[config.mk]
export PLATFORM = sky130hd
export DESIGN_NAME = rtcp_delay_level_estimator_top
export DESIGN_NICKNAME = d
export VERILOG_FILES = /design/src/design/rtcpdl_pkg.sv /design/src/design/rtcp_delay_level_estimator_top.sv /design/src/design/rtcpdl_level.sv
export VERILOG_INCLUDE_DIRS = /design/src /design/src/design
export SDC_FILE = /design/constraint.sdc
export NUM_CORES = 2
export LEC_CHECK = 0
export BUFFER_PORTS_ARGS = -buffer_cell sky130_fd_sc_hd__buf_2
export CORE_UTILIZATION = 65
export CTS_BUF_LIST = sky130_fd_sc_hd__clkbuf_8
export CTS_CLUSTER_SIZE = 10
export DETAILED_ROUTE_END_ITERATION = 8
export GPL_TIMING_DRIVEN = 0
export PLACE_DENSITY = 0.84
export SLEW_MARGIN = 20
export SYNTH_ARGS = -nofsm -noshare
export SYNTH_HDL_FRONTEND = slang
export SYNTH_SLANG_ARGS = --single-unit
[constraint.sdc]
create_clock -name clk -period 50.1 [get_ports clk]
set_input_delay 5.01 -clock clk [delete_from_list [all_inputs] [get_ports clk]]
set_output_delay 5.01 -clock clk [all_outputs]
set_load 0.02 [all_outputs]
[src/design/rtcp_delay_level_estimator_top_assert.svh]
// Assertion macros for the RTCP delay level estimator.
// Expects clk and arst_n in the scope of the module that uses them.
`ifndef RTCP_DELAY_LEVEL_ESTIMATOR_TOP_ASSERT_SVH
`define RTCP_DELAY_LEVEL_ESTIMATOR_TOP_ASSERT_SVH

// Check a consequent in the same cycle as its antecedent
`define RTCPDL_ASSERT_IMPLY(name, ante, cons, msg) \
	name: assert property (@(posedge clk) disable iff (!arst_n) (ante) |-> (cons)) \
		else $error(msg);

// Check a consequent in the cycle after its antecedent
`define RTCPDL_ASSERT_NEXT(name, ante, cons, msg) \
	name: assert property (@(posedge clk) disable iff (!arst_n) (ante) |=> (cons)) \
		else $error(msg);

`endif

[src/design/rtcpdl_pkg.sv]
// Shared types and constants of the RTCP delay level estimator.
// Used by rtcpdl_level and rtcp_delay_level_estimator_top; depends on nothing.
`default_nettype none

package rtcpdl_pkg;

	// Default widths of the running delay sum and report count
	localparam int DEF_SUM_WIDTH   = 56;
	localparam int DEF_COUNT_WIDTH = 24;

	// Register reset values, 1/65536 s units
	localparam logic [31:0] IDLE_THR_RST = 32'd3277;
	localparam logic [31:0] BUSY_THR_RST = 32'd13107;
	localparam logic [31:0] GAP_PEN_RST  = 32'd32768;

	// Configuration register indexes
	typedef enum logic [1:0] {
		CFG_IDLE_THR = 2'd0,
		CFG_BUSY_THR = 2'd1,
		CFG_GAP_PEN  = 2'd2
	} cfg_index_t;

	// Network level codes
	typedef enum logic [1:0] {
		LVL_UNKNOWN = 2'd0,
		LVL_IDLE    = 2'd1,
		LVL_NORMAL  = 2'd2,
		LVL_BUSY    = 2'd3
	} net_level_t;

	// Top-level sequencer states
	typedef enum logic [3:0] {
		ST_IDLE,
		ST_CHECK,
		ST_DELAY,
		ST_SEQ,
		ST_JUDGE,
		ST_ADD,
		ST_UPD,
		ST_LSTART,
		ST_LWAIT,
		ST_DONE
	} state_t;

	// Level unit states
	typedef enum logic [1:0] {
		LV_IDLE,
		LV_MUL,
		LV_CMP
	} lv_state_t;

	// Level unit status back to the sequencer
	typedef struct packed {
		logic       done;
		net_level_t level;
	} lvl_stat_t;

endpackage

`default_nettype wire

[src/design/rtcp_delay_level_estimator_top.sv]
// RTCP one-way delay level estimator, top level.
// Depends on rtcpdl_pkg, rtcpdl_level and rtcp_delay_level_estimator_top_assert.svh.
//
// Usage:
//   The s_ channel takes one request per report block or clear command; the m_
//   channel returns exactly one result per request. The user must write the registers
//   through cfg_we/cfg_index/cfg_data only while no request is in flight; the block
//   does not enforce this. The first nonzero source locks the estimator; reports of
//   other sources are answered as not accepted and leave the state alone.
// Sequencing:
//   One request at a time. A report runs the delay, loss check and sum update steps
//   before the level check; a clear or refused report goes straight to the level check.
//   When the running sum is empty the multiply is skipped. A new request is taken only
//   after the previous result has been posted to the output register. The work is set by
//   the 8-step loss check loop and the one-bit-a-cycle threshold multiply.
// Reset:
//   arst_n clears the lock, counters, running sum and count, and loads the default
//   thresholds and gap penalty.
// Stall:
//   A finished result sits in the output register while m_tready is low; the next
//   request is accepted and worked on meanwhile, and waits before its result only
//   if the previous one has still not been taken.
`default_nettype none

module rtcp_delay_level_estimator_top #(
	parameter int SUM_WIDTH   = rtcpdl_pkg::DEF_SUM_WIDTH,
	parameter int COUNT_WIDTH = rtcpdl_pkg::DEF_COUNT_WIDTH
) (
	input  wire logic         clk,
	input  wire logic         arst_n,
	// Report input
	input  wire logic         s_tvalid,
	output logic              s_tready,
	// source_id[31:0], loss_fraction[39:32], cumulative_lost[63:40],
	// highest_seq[95:64], last_sr_stamp[127:96], delay_since_sr[159:128],
	// arrival_stamp[191:160]
	input  wire logic [191:0] s_tdata,
	// action[0]
	input  wire logic [0:0]   s_tuser,
	// Result output
	output logic              m_tvalid,
	input  wire logic         m_tready,
	// accepted[0], sample_delay[31:1], in_sequence[32], loss_seen[33],
	// net_level[35:34], zero[39:36]
	output logic [39:0]       m_tdata,
	// Configuration write port
	input  wire logic         cfg_we,
	input  wire logic [1:0]   cfg_index,
	input  wire logic [31:0]  cfg_data
);

	rtcpdl_pkg::state_t state_q, state_d;

	// Registers
	logic [31:0] idle_thr_q, busy_thr_q, gap_pen_q;

	// Persistent estimator state
	logic [31:0]            locked_q;
	logic [7:0]             last_frac_q;
	logic [23:0]            last_lost_q;
	logic [31:0]            last_seq_q;
	logic [SUM_WIDTH-1:0]   sum_q;
	logic [COUNT_WIDTH-1:0] cnt_q;

	// Captured request
	logic        act_q;
	logic [31:0] src_q, seq_q, lsr_q, dlsr_q, arr_q;
	logic [7:0]  frac_q;
	logic [23:0] lost_q;

	// Working registers
	logic        acc_q, inseq_q;
	logic [30:0] delay_q;
	logic [24:0] ld_q;
	logic [31:0] sd_q;
	logic [33:0] dif_q;
	logic [41:0] rem_q, mc_q;
	logic [7:0]  fr_q;
	logic [2:0]  step_q;
	logic [32:0] add_q;

	// Result register
	logic                   out_valid_q;
	logic                   out_acc_q, out_inseq_q, out_loss_q;
	logic [30:0]            out_delay_q;
	rtcpdl_pkg::net_level_t out_level_q;

	logic                   match, out_free, lvl_start;
	logic [33:0]            dif2;
	logic [SUM_WIDTH:0]     nsum;
	logic [COUNT_WIDTH:0]   ncnt;
	rtcpdl_pkg::lvl_stat_t  lvl_stat;

	assign match     = (locked_q == '0) || (locked_q == src_q);
	assign out_free  = !out_valid_q || m_tready;
	assign lvl_start = (state_q == rtcpdl_pkg::ST_LSTART);
	assign dif2      = dif_q - {2'b00, dlsr_q};
	assign nsum      = {1'b0, sum_q} + (SUM_WIDTH + 1)'(add_q);
	assign ncnt      = {1'b0, cnt_q} + (COUNT_WIDTH + 1)'(inseq_q ? 2'd1 : 2'd2);

	assign s_tready = (state_q == rtcpdl_pkg::ST_IDLE);
	assign m_tvalid = out_valid_q;
	assign m_tdata  = {4'b0000, out_level_q, out_loss_q, out_inseq_q, out_delay_q, out_acc_q};

	rtcpdl_level #(
		.SUM_WIDTH   (SUM_WIDTH),
		.COUNT_WIDTH (COUNT_WIDTH)
	) u_level (
		.clk      (clk),
		.arst_n   (arst_n),
		.start    (lvl_start),
		.sum      (sum_q),
		.count    (cnt_q),
		.idle_thr (idle_thr_q),
		.busy_thr (busy_thr_q),
		.stat     (lvl_stat)
	);

	// Next state
	always_comb begin
		state_d = state_q;
		unique case (state_q)
			rtcpdl_pkg::ST_IDLE: begin
				if (s_tvalid) state_d = rtcpdl_pkg::ST_CHECK;
			end
			rtcpdl_pkg::ST_CHECK: begin
				if (act_q || !match) state_d = rtcpdl_pkg::ST_LSTART;
				else state_d = rtcpdl_pkg::ST_DELAY;
			end
			rtcpdl_pkg::ST_DELAY: state_d = rtcpdl_pkg::ST_SEQ;
			rtcpdl_pkg::ST_SEQ: begin
				if (step_q == '0) state_d = rtcpdl_pkg::ST_JUDGE;
			end
			rtcpdl_pkg::ST_JUDGE: state_d = rtcpdl_pkg::ST_ADD;
			rtcpdl_pkg::ST_ADD: state_d = rtcpdl_pkg::ST_UPD;
			rtcpdl_pkg::ST_UPD: state_d = rtcpdl_pkg::ST_LSTART;
			rtcpdl_pkg::ST_LSTART: state_d = rtcpdl_pkg::ST_LWAIT;
			rtcpdl_pkg::ST_LWAIT: begin
				if (lvl_stat.done) state_d = rtcpdl_pkg::ST_DONE;
			end
			rtcpdl_pkg::ST_DONE: begin
				if (out_free) state_d = rtcpdl_pkg::ST_IDLE;
			end
			default: state_d = rtcpdl_pkg::ST_IDLE;
		endcase
	end

	always_ff @(posedge clk or negedge arst_n) begin
		if (!arst_n) begin
			state_q <= rtcpdl_pkg::ST_IDLE;
		end else begin
			state_q <= state_d;
		end
	end

	// Configuration writes
	always_ff @(posedge clk or negedge arst_n) begin
		if (!arst_n) begin
			idle_thr_q <= rtcpdl_pkg::IDLE_THR_RST;
			busy_thr_q <= rtcpdl_pkg::BUSY_THR_RST;
			gap_pen_q  <= rtcpdl_pkg::GAP_PEN_RST;
		end else if (cfg_we) begin
			unique case (cfg_index)
				rtcpdl_pkg::CFG_IDLE_THR: idle_thr_q <= cfg_data;
				rtcpdl_pkg::CFG_BUSY_THR: busy_thr_q <= cfg_data;
				rtcpdl_pkg::CFG_GAP_PEN:  gap_pen_q  <= cfg_data;
				default: ;
			endcase
		end
	end

	// Lock, counter history, running sum and count
	always_ff @(posedge clk or negedge arst_n) begin
		if (!arst_n) begin
			locked_q    <= '0;
			last_frac_q <= '0;
			last_lost_q <= '0;
			last_seq_q  <= '0;
			sum_q       <= '0;
			cnt_q       <= '0;
		end else if (state_q == rtcpdl_pkg::ST_CHECK) begin
			if (act_q) begin
				sum_q <= '0;
				cnt_q <= '0;
			end else begin
				if (locked_q == '0) locked_q <= src_q;
				if (match) begin
					last_frac_q <= frac_q;
					last_lost_q <= lost_q;
					last_seq_q  <= seq_q;
				end
			end
		end else if (state_q == rtcpdl_pkg::ST_UPD && delay_q != '0) begin
			// Saturate both at their maximum
			sum_q <= nsum[SUM_WIDTH] ? '1 : nsum[SUM_WIDTH-1:0];
			cnt_q <= ncnt[COUNT_WIDTH] ? '1 : ncnt[COUNT_WIDTH-1:0];
		end
	end

	// Capture the request and run the delay and loss check datapath
	always_ff @(posedge clk) begin
		unique case (state_q)
			rtcpdl_pkg::ST_IDLE: begin
				act_q  <= s_tuser[0];
				src_q  <= s_tdata[31:0];
				frac_q <= s_tdata[39:32];
				lost_q <= s_tdata[63:40];
				seq_q  <= s_tdata[95:64];
				lsr_q  <= s_tdata[127:96];
				dlsr_q <= s_tdata[159:128];
				arr_q  <= s_tdata[191:160];
			end
			rtcpdl_pkg::ST_CHECK: begin
				acc_q   <= !act_q && match;
				delay_q <= '0;
				inseq_q <= 1'b0;
				ld_q    <= {lost_q[23], lost_q} - {last_lost_q[23], last_lost_q};
				sd_q    <= seq_q - last_seq_q;
				dif_q   <= {2'b00, arr_q} - {2'b00, lsr_q};
			end
			rtcpdl_pkg::ST_DELAY: begin
				// Halve a positive difference; drop it when LSR or DLSR is zero
				delay_q <= (lsr_q != '0 && dlsr_q != '0 && !dif2[33]) ? dif2[31:1] : '0;
				rem_q   <= {10'b0, ld_q[23:0], 8'b0};
				mc_q    <= {10'b0, sd_q};
				fr_q    <= frac_q;
				step_q  <= 3'd7;
			end
			rtcpdl_pkg::ST_SEQ: begin
				// Subtract fraction * seq delta, one fraction bit a cycle
				if (fr_q[0]) rem_q <= rem_q - mc_q;
				mc_q   <= mc_q << 1;
				fr_q   <= fr_q >> 1;
				step_q <= step_q - 1'b1;
			end
			rtcpdl_pkg::ST_JUDGE: begin
				// In sequence when the fraction is zero or 0 <= 256*lost delta - frac*seq delta < seq delta
				inseq_q <= (frac_q == '0) ||
					(sd_q != '0 && !ld_q[24] && !rem_q[41] && rem_q < {10'b0, sd_q});
			end
			rtcpdl_pkg::ST_ADD: begin
				add_q <= {2'b00, delay_q} + (inseq_q ? 33'd0 : {1'b0, gap_pen_q});
			end
			default: ;
		endcase
	end

	// Hold the result until the receiver takes it
	always_ff @(posedge clk or negedge arst_n) begin
		if (!arst_n) begin
			out_valid_q <= 1'b0;
		end else if (state_q == rtcpdl_pkg::ST_DONE && out_free) begin
			out_valid_q <= 1'b1;
		end else if (m_tready) begin
			out_valid_q <= 1'b0;
		end
	end

	always_ff @(posedge clk) begin
		if (state_q == rtcpdl_pkg::ST_DONE && out_free) begin
			out_acc_q   <= acc_q;
			out_delay_q <= delay_q;
			out_inseq_q <= inseq_q;
			out_loss_q  <= (last_frac_q != '0);
			out_level_q <= lvl_stat.level;
		end
	end

`include "rtcp_delay_level_estimator_top_assert.svh"

	`RTCPDL_ASSERT_NEXT(a_lock_holds, locked_q != '0, locked_q == $past(locked_q), "locked source changed")
	`RTCPDL_ASSERT_IMPLY(a_sum_count_pair, 1'b1, (sum_q == '0) == (cnt_q == '0), "sum and count disagree on empty")
	`RTCPDL_ASSERT_IMPLY(a_done_in_wait, lvl_stat.done, state_q == rtcpdl_pkg::ST_LWAIT, "level done while not waiting")
	`RTCPDL_ASSERT_IMPLY(a_refused_empty, out_valid_q && !out_acc_q, !out_inseq_q && out_delay_q == '0, "refused result carries data")

endmodule

`default_nettype wire

[src/design/rtcpdl_level.sv]
// Level classifier: compares sum against threshold*count with a bit-serial multiply.
// Depends on rtcpdl_pkg.
`default_nettype none

module rtcpdl_level #(
	parameter int SUM_WIDTH   = rtcpdl_pkg::DEF_SUM_WIDTH,
	parameter int COUNT_WIDTH = rtcpdl_pkg::DEF_COUNT_WIDTH
) (
	input  wire logic                   clk,
	input  wire logic                   arst_n,
	input  wire logic                   start,
	input  wire logic [SUM_WIDTH-1:0]   sum,
	input  wire logic [COUNT_WIDTH-1:0] count,
	input  wire logic [31:0]            idle_thr,
	input  wire logic [31:0]            busy_thr,
	output rtcpdl_pkg::lvl_stat_t       stat
);

	localparam int PW   = 32 + COUNT_WIDTH;
	localparam int CMPW = (PW > SUM_WIDTH) ? PW : SUM_WIDTH;
	localparam int BW   = $clog2(COUNT_WIDTH);

	rtcpdl_pkg::lv_state_t state_q, state_d;
	rtcpdl_pkg::lvl_stat_t stat_q;

	logic [PW-1:0]          acc_idle_q, acc_busy_q;
	logic [PW-1:0]          mc_idle_q, mc_busy_q;
	logic [COUNT_WIDTH-1:0] mlt_q;
	logic [BW-1:0]          bit_q;
	logic                   empty;
	logic [CMPW-1:0]        sum_ext, prod_idle, prod_busy;

	assign empty     = (sum == '0) || (count == '0);
	assign sum_ext   = CMPW'(sum);
	assign prod_idle = CMPW'(acc_idle_q);
	assign prod_busy = CMPW'(acc_busy_q);
	assign stat      = stat_q;

	// Next state
	always_comb begin
		state_d = state_q;
		unique case (state_q)
			rtcpdl_pkg::LV_IDLE: begin
				if (start && !empty) state_d = rtcpdl_pkg::LV_MUL;
			end
			rtcpdl_pkg::LV_MUL: begin
				if (bit_q == '0) state_d = rtcpdl_pkg::LV_CMP;
			end
			rtcpdl_pkg::LV_CMP: state_d = rtcpdl_pkg::LV_IDLE;
			default: state_d = rtcpdl_pkg::LV_IDLE;
		endcase
	end

	always_ff @(posedge clk or negedge arst_n) begin
		if (!arst_n) begin
			state_q <= rtcpdl_pkg::LV_IDLE;
		end else begin
			state_q <= state_d;
		end
	end

	// Report the level; an empty average is unknown right away
	always_ff @(posedge clk or negedge arst_n) begin
		if (!arst_n) begin
			stat_q <= '{done: 1'b0, level: rtcpdl_pkg::LVL_UNKNOWN};
		end else begin
			stat_q.done <= 1'b0;
			if (state_q == rtcpdl_pkg::LV_IDLE && start && empty) begin
				stat_q.done  <= 1'b1;
				stat_q.level <= rtcpdl_pkg::LVL_UNKNOWN;
			end else if (state_q == rtcpdl_pkg::LV_CMP) begin
				stat_q.done <= 1'b1;
				if (sum_ext < prod_idle) begin
					stat_q.level <= rtcpdl_pkg::LVL_IDLE;
				end else if (sum_ext > prod_busy) begin
					stat_q.level <= rtcpdl_pkg::LVL_BUSY;
				end else begin
					stat_q.level <= rtcpdl_pkg::LVL_NORMAL;
				end
			end
		end
	end

	// Shift-add both products, one count bit per cycle
	always_ff @(posedge clk) begin
		if (state_q == rtcpdl_pkg::LV_IDLE) begin
			acc_idle_q <= '0;
			acc_busy_q <= '0;
			mc_idle_q  <= PW'(idle_thr);
			mc_busy_q  <= PW'(busy_thr);
			mlt_q      <= count;
			bit_q      <= BW'(COUNT_WIDTH - 1);
		end else if (state_q == rtcpdl_pkg::LV_MUL) begin
			if (mlt_q[0]) begin
				acc_idle_q <= acc_idle_q + mc_idle_q;
				acc_busy_q <= acc_busy_q + mc_busy_q;
			end
			mc_idle_q <= mc_idle_q << 1;
			mc_busy_q <= mc_busy_q << 1;
			mlt_q     <= mlt_q >> 1;
			bit_q     <= bit_q - 1'b1;
		end
	end

endmodule

`default_nettype wire

## Word level (Yosys, flattened, before mapping)

Index checks and enable logic that the tools add are counted.

| operators by class | value |
|---|---|
| reductions and logical operators | 54 |
| div/mod/pow operators | 0 |
| muxes and demuxes | 39 |
| eq/ne operators | 22 |
| multipliers | 0 |
| shifts and indexed selects | 0 |
| bitwise logic cells | 1 |
| add/sub/neg operators | 12 |
| order comparisons | 3 |

Operator list:

| operator | number |
|---|---|
| $mux 56 | 4 |
| $pmux 42 s2 | 2 |
| $mux 32 | 5 |
| $mux 24 | 6 |
| $add 56x56->56 | 2 |
| $reduce_bool 32->1 | 3 |
| $pmux 31 s2 | 1 |
| $add 56x33->57 | 1 |
| $gt 56x56->1 | 1 |
| $logic_not 56->1 | 1 |
| $lt 56x56->1 | 1 |
| $lt 42x32->1 | 1 |
| $mux 42 | 1 |
| $sub 42x42->42 | 1 |
| $pmux 4 s10 | 1 |
| $sub 34x32->34 | 1 |
| $add 31x32->33 | 1 |
| $sub 32x32->33 | 1 |
| $eq 32x32->1 | 1 |
| $logic_not 32->1 | 1 |
| $sub 32x32->32 | 1 |
| $mux 31 | 1 |
| $reduce_bool 31->1 | 1 |
| $add 24x2->25 | 1 |
| 34 further kinds | 91 |

| storage, ports and cells | value |
|---|---|
| bits in read-only memories | 0 |
| memories | 0 |
| latch bits | 0 |
| input bits | 232 |
| output and inout port bits | 42 |
| memory bits (writable) | 0 |
| bits in registers | 1016 |

## Logic depth before layout (Yosys ltp)

| logic depth | value |
|---|---|
| depth in word-level cells | 6 |
| gate-level depth with buffers | 16 |
| depth with buffers taken out | 15 |

## Cells and area by module

A second synthesis with hierarchy kept.

| second synthesis, totals | value |
|---|---|
| cell total of the unflattened synthesis | 5922 |
| area total of the unflattened synthesis | 58702.6 sq um |

Modules (own cells, without submodules):

| module | seq. area each (sq um) | instances | area each (sq um) | cells an instance |
|---|---|---|---|---|
| rtcp_delay_level_estimator_top | 21365.5 | 1 | 39842.0 | 3524 |
| rtcpdl_level | 6070.8 | 1 | 18860.6 | 2398 |

## Worst setup path after synthesis

OpenSTA, ideal clock, no wires.

| path | value |
|---|---|
| path type | register to output |
| start | register state_q[0] |
| end | output s_tready |
| path buffers | 1 |
| arrival time | 19.478 ns |
| slack | 25.612 ns |
| cell stages (with the launch flop) | 3 |
| cell sequence | dfrtp_1 clkbuf_1 nor4_1 |

| between the ends | value |
|---|---|
| cells in the longest elaborated chain, start to end | 1 |

RTL lines:

| element | line | source |
|---|---|---|
| from (decl) | rtcp_delay_level_estimator_top.sv:52 | `rtcpdl_pkg::state_t state_q, state_d;` |
| from (signal assigned) | rtcp_delay_level_estimator_top.sv:150 | `state_q <= rtcpdl_pkg::ST_IDLE;` |
| from (signal assigned) | rtcp_delay_level_estimator_top.sv:152 | `state_q <= state_d;` |
| $logic_not 4->1 | rtcp_delay_level_estimator_top.sv:101 | `assign s_tready = (state_q == rtcpdl_pkg::ST_IDLE);` |
| to (decl) | rtcp_delay_level_estimator_top.sv:33 | `output logic s_tready,` |

No other way between the ends.

## Worst setup path after layout

Ends and elaborated chain as after synthesis.

==> reports/results.tsv <==
stage	metric	value	unit
timing	FMAX	116	MHz
synth	cell area after synthesis	58000	µm²
cts	CTS sink cnt	1015	
timing	max-slew violation count	0	
timing	final setup fails	0	
synth	Async SR Flop Fraction	27.8	%
setup_path	kind of critical path	reg -> out	
pwr	Clock power frac	17.5	%
route	wire per inst	19.8	µm
cells_and_area	Layout area overhead	11.5	%
synth	top-area cell type share of the netlist area	29.4	%
cts	Worst-path clk slew	0.06	ns
cells_and_area	commonest non-fill, non-tap cell in the layout	nand2_1	
setup_path	cell mode on critical path	buf_2	
cells_and_area	Final Cell Area	64600	µm²
setup_path	CP peak stage delay	0.52	ns
cts	CTS Hold Bufs	0	
timing	Clock Skew	0.0413	ns
cts	Post-CTS Resized	0	
route	via/cell ratio	6.05	
timing	Final min period	8.64	ns
cts	Inserted Clock Buffers	168	
route	DRT antenna net count	0	
timing	TNS Setup	0	ns
grt	vias in the first global route	44489	
floorplan	# IOs	274	
timing	final hold slack	0.426	ns
grt	largest net degree at the start of global routing	93	
floorplan	core area	88400	µm²
route	vias post-DR	46025	
setup_path	Startpoint Class	flip-flop	
route	Iter 0 DRT Violations	4187	
grt	initial antenna violation count	9	
floorplan	# rows	109	
synth	Top FF cell, synth	edfxtp_1	
job	Max Cap Viol	0	
cells_and_area	final net count	7021	
synth	synth top area cells	edfxtp_1 (29%), dfrtp_1 (11%), ha_1 (10%)	
setup_path	critical path's slowest cell	dfrtp_1	
cts	H-tree levels	4	
timing	Slew @ Worst Pin	1.12	ns
floorplan	die area	90400	µm²
floorplan	Chip Width	301	µm
pwr	NetSw	1.67	mW
timing	relative slew slack	25.1	%
cts	Root Buffer	clkbuf_8	
cells_and_area	commonest non-fill, non-tap cells in the layout	nand2_1 (765), edfxtp_1 (568), inv_1 (481)	
synth	EDFF count, synth	568	
timing	period utilization	17.2	%
synth	sequential share of the synthesized area	47.3	%
pwr	peak supply drop	0.0398	mV
pwr	combinational power share	46.8	%
setup_path	Critical Path RT	45.09	ns
pwr	P_int	2.37	mW
route	drt drc	0	
placement	Port-buffer cells	269	
grt	Total GRT Usage	33.2	%
placement	Post-DP Area	61300	µm²
cells_and_area	fin util	73.1	%
synth	synth warn	0	
run_status	status	completed	
floorplan	Die Y	301	µm
timing	final hold vios	0	
cells_and_area	number of fill cells	6335	
pwr	power per cell area	62.6	nW/µm²
synth	Syn Area/Cell	9.98	µm²
setup_path	Critical Path Fanout Max	10	
synth	register bit total from synthesis	1015	
min_path	Hold Crit Class	reg -> reg	
cts	postcts setup bufs	0	
cells_and_area	layout cells sized above 1	12.5	%
pwr	Net Sw Frac	41.4	%
synth	post-synth cell types	101	
setup_path	CP cell instances	clkbuf_1 > nor4_2 > buf_2 > buf_2 > buf_2 > buf_2 > buf_2 > buf_2 > buf_2	
cts	CTS Buffer Depth	3	
synth	dominant cell type by area after synthesis	edfxtp_1	
cts	clk_lat worst skew	0.86	ns
route	Final Routed Wirelength	151000	µm
pwr	Power Total	4.04	mW
grt	total gr overflow	0	
cells_and_area	register area	27400	µm²
pwr	sequential power share	35.6	%
pwr	Lkg Pwr	28.7	nW
cts	CTS tree	done	
floorplan	starting density of the core	65.6	%
placement	HPWL Detailed	115000	µm
grt	first-pass GRT wire length	236000	µm
setup_path	CP Data Arrival Time	3.63	ns
timing	RSZ-0062 raised after global routing	false	
cells_and_area	multi-input logic area	28300	µm²
synth	cells after synthesis	5808	
placement	RePlAce Congestion	0.983	
route	DR pass1 iterations	6	
setup_path	Worst setup EP type	output port	
[worst max-delay path, delay by kind of cell, from the launching register on]
kind                   cells  cell delay [ns]
buffers and inverters      8             1.94
flip-flops                 1             0.52
AND/OR/NAND/NOR            1             0.30
[stage by stage]
step	cells	worst slack, ns
final	7610	41.46
after global placement	7245	17.34
after floorplan	5811	25.61
after detailed placement	7294	42.38
after CTS	7603	41.39
after global routing	7604	41.24
[worst paths after layout]
kind | from | to | slack, ns | cells after the start
setup / recovery | state_q[0] | s_tready | 41.46 | 9
setup reg to reg | state_q[0] | src_q[21] | 45.33 | 16
hold / removal | acc_q | out_acc_q | 0.43 | 0
min in group asynchronous | arst_n | gap_pen_q[7] | 4.07 | 1
hold reg to reg | acc_q | out_acc_q | 0.43 | 0
max in group asynchronous | arst_n | last_seq_q[31] | 44.73 | 3
[power by group through the flow]
stage | Sequential [mW] | Combinational (mW) | Clock, mW
after floorplan | 1.39 | 1.41 | 0
after detailed placement | 1.45 | 1.85 | 0
final | 1.44 | 1.89 | 0.709
after CTS | 1.43 | 1.87 | 0.718
after global placement | 1.48 | 1.76 | 0
after global routing | 1.46 | 2.10 | 0.754
[layer usage]
metal | vias up | share of wire, % | track usage (%) | wire [µm]
met1 | 21967 | 41 | 43.0 | 61500
met3 | 378 | 8.1 | 6.55 | 12300
met4 | 10 | 3.9 | 13.7 | 5870
met2 | 1731 | 47 | 54.7 | 71300
li1 | 21939 | - | - | -
met5 | - | 0.044 | 0 | 67
[area by class of cell]
cell class	count	area share [%]
diodes	7	0.0271
plain buffers	200	1.24
clock buffers	193	4.11
clock inverters	116	0.924
inverters	405	2.36
multi-input cells	4191	43.8
flip-flops and latches	1015	42.5
well taps	1165	2.26
repair buffers	318	2.86
[kinds of logic after synthesis]
logic type	Yosys count	share of synthesized area [%]
AND/OR/NAND/NOR	1771	14.3
AO/OA/AOI/OAI	1465	16.0
flip-flops	1015	47.3
buffers and inverters	605	4.00
adder cells (fa/ha/maj)	490	10.7
XOR/XNOR	301	4.55
multiplexers	160	3.10
other	1	0.00647
[registers in the layout (all words and copies together), names as in the netlist, 42 cells and up]
signal	count
mc_q	42
u_level.mc_busy_q	56
rem_q	42
u_level.acc_idle_q	56
u_level.mc_idle_q	56
sum_q	56
u_level.acc_busy_q	56
[Yosys cell counts (157+ instances only)]
cell and n:
a21o_1 261, a21oi_1 443, clkbuf_1 157, dfrtp_1 266, dfxtp_1 165, edfxtp_1 568, ha_1 480, inv_1 404
nand2_1 765, nor2_1 299, o21ai_0 349, xnor2_1 179
No activity file was read; power rests on OpenSTA's default activity.
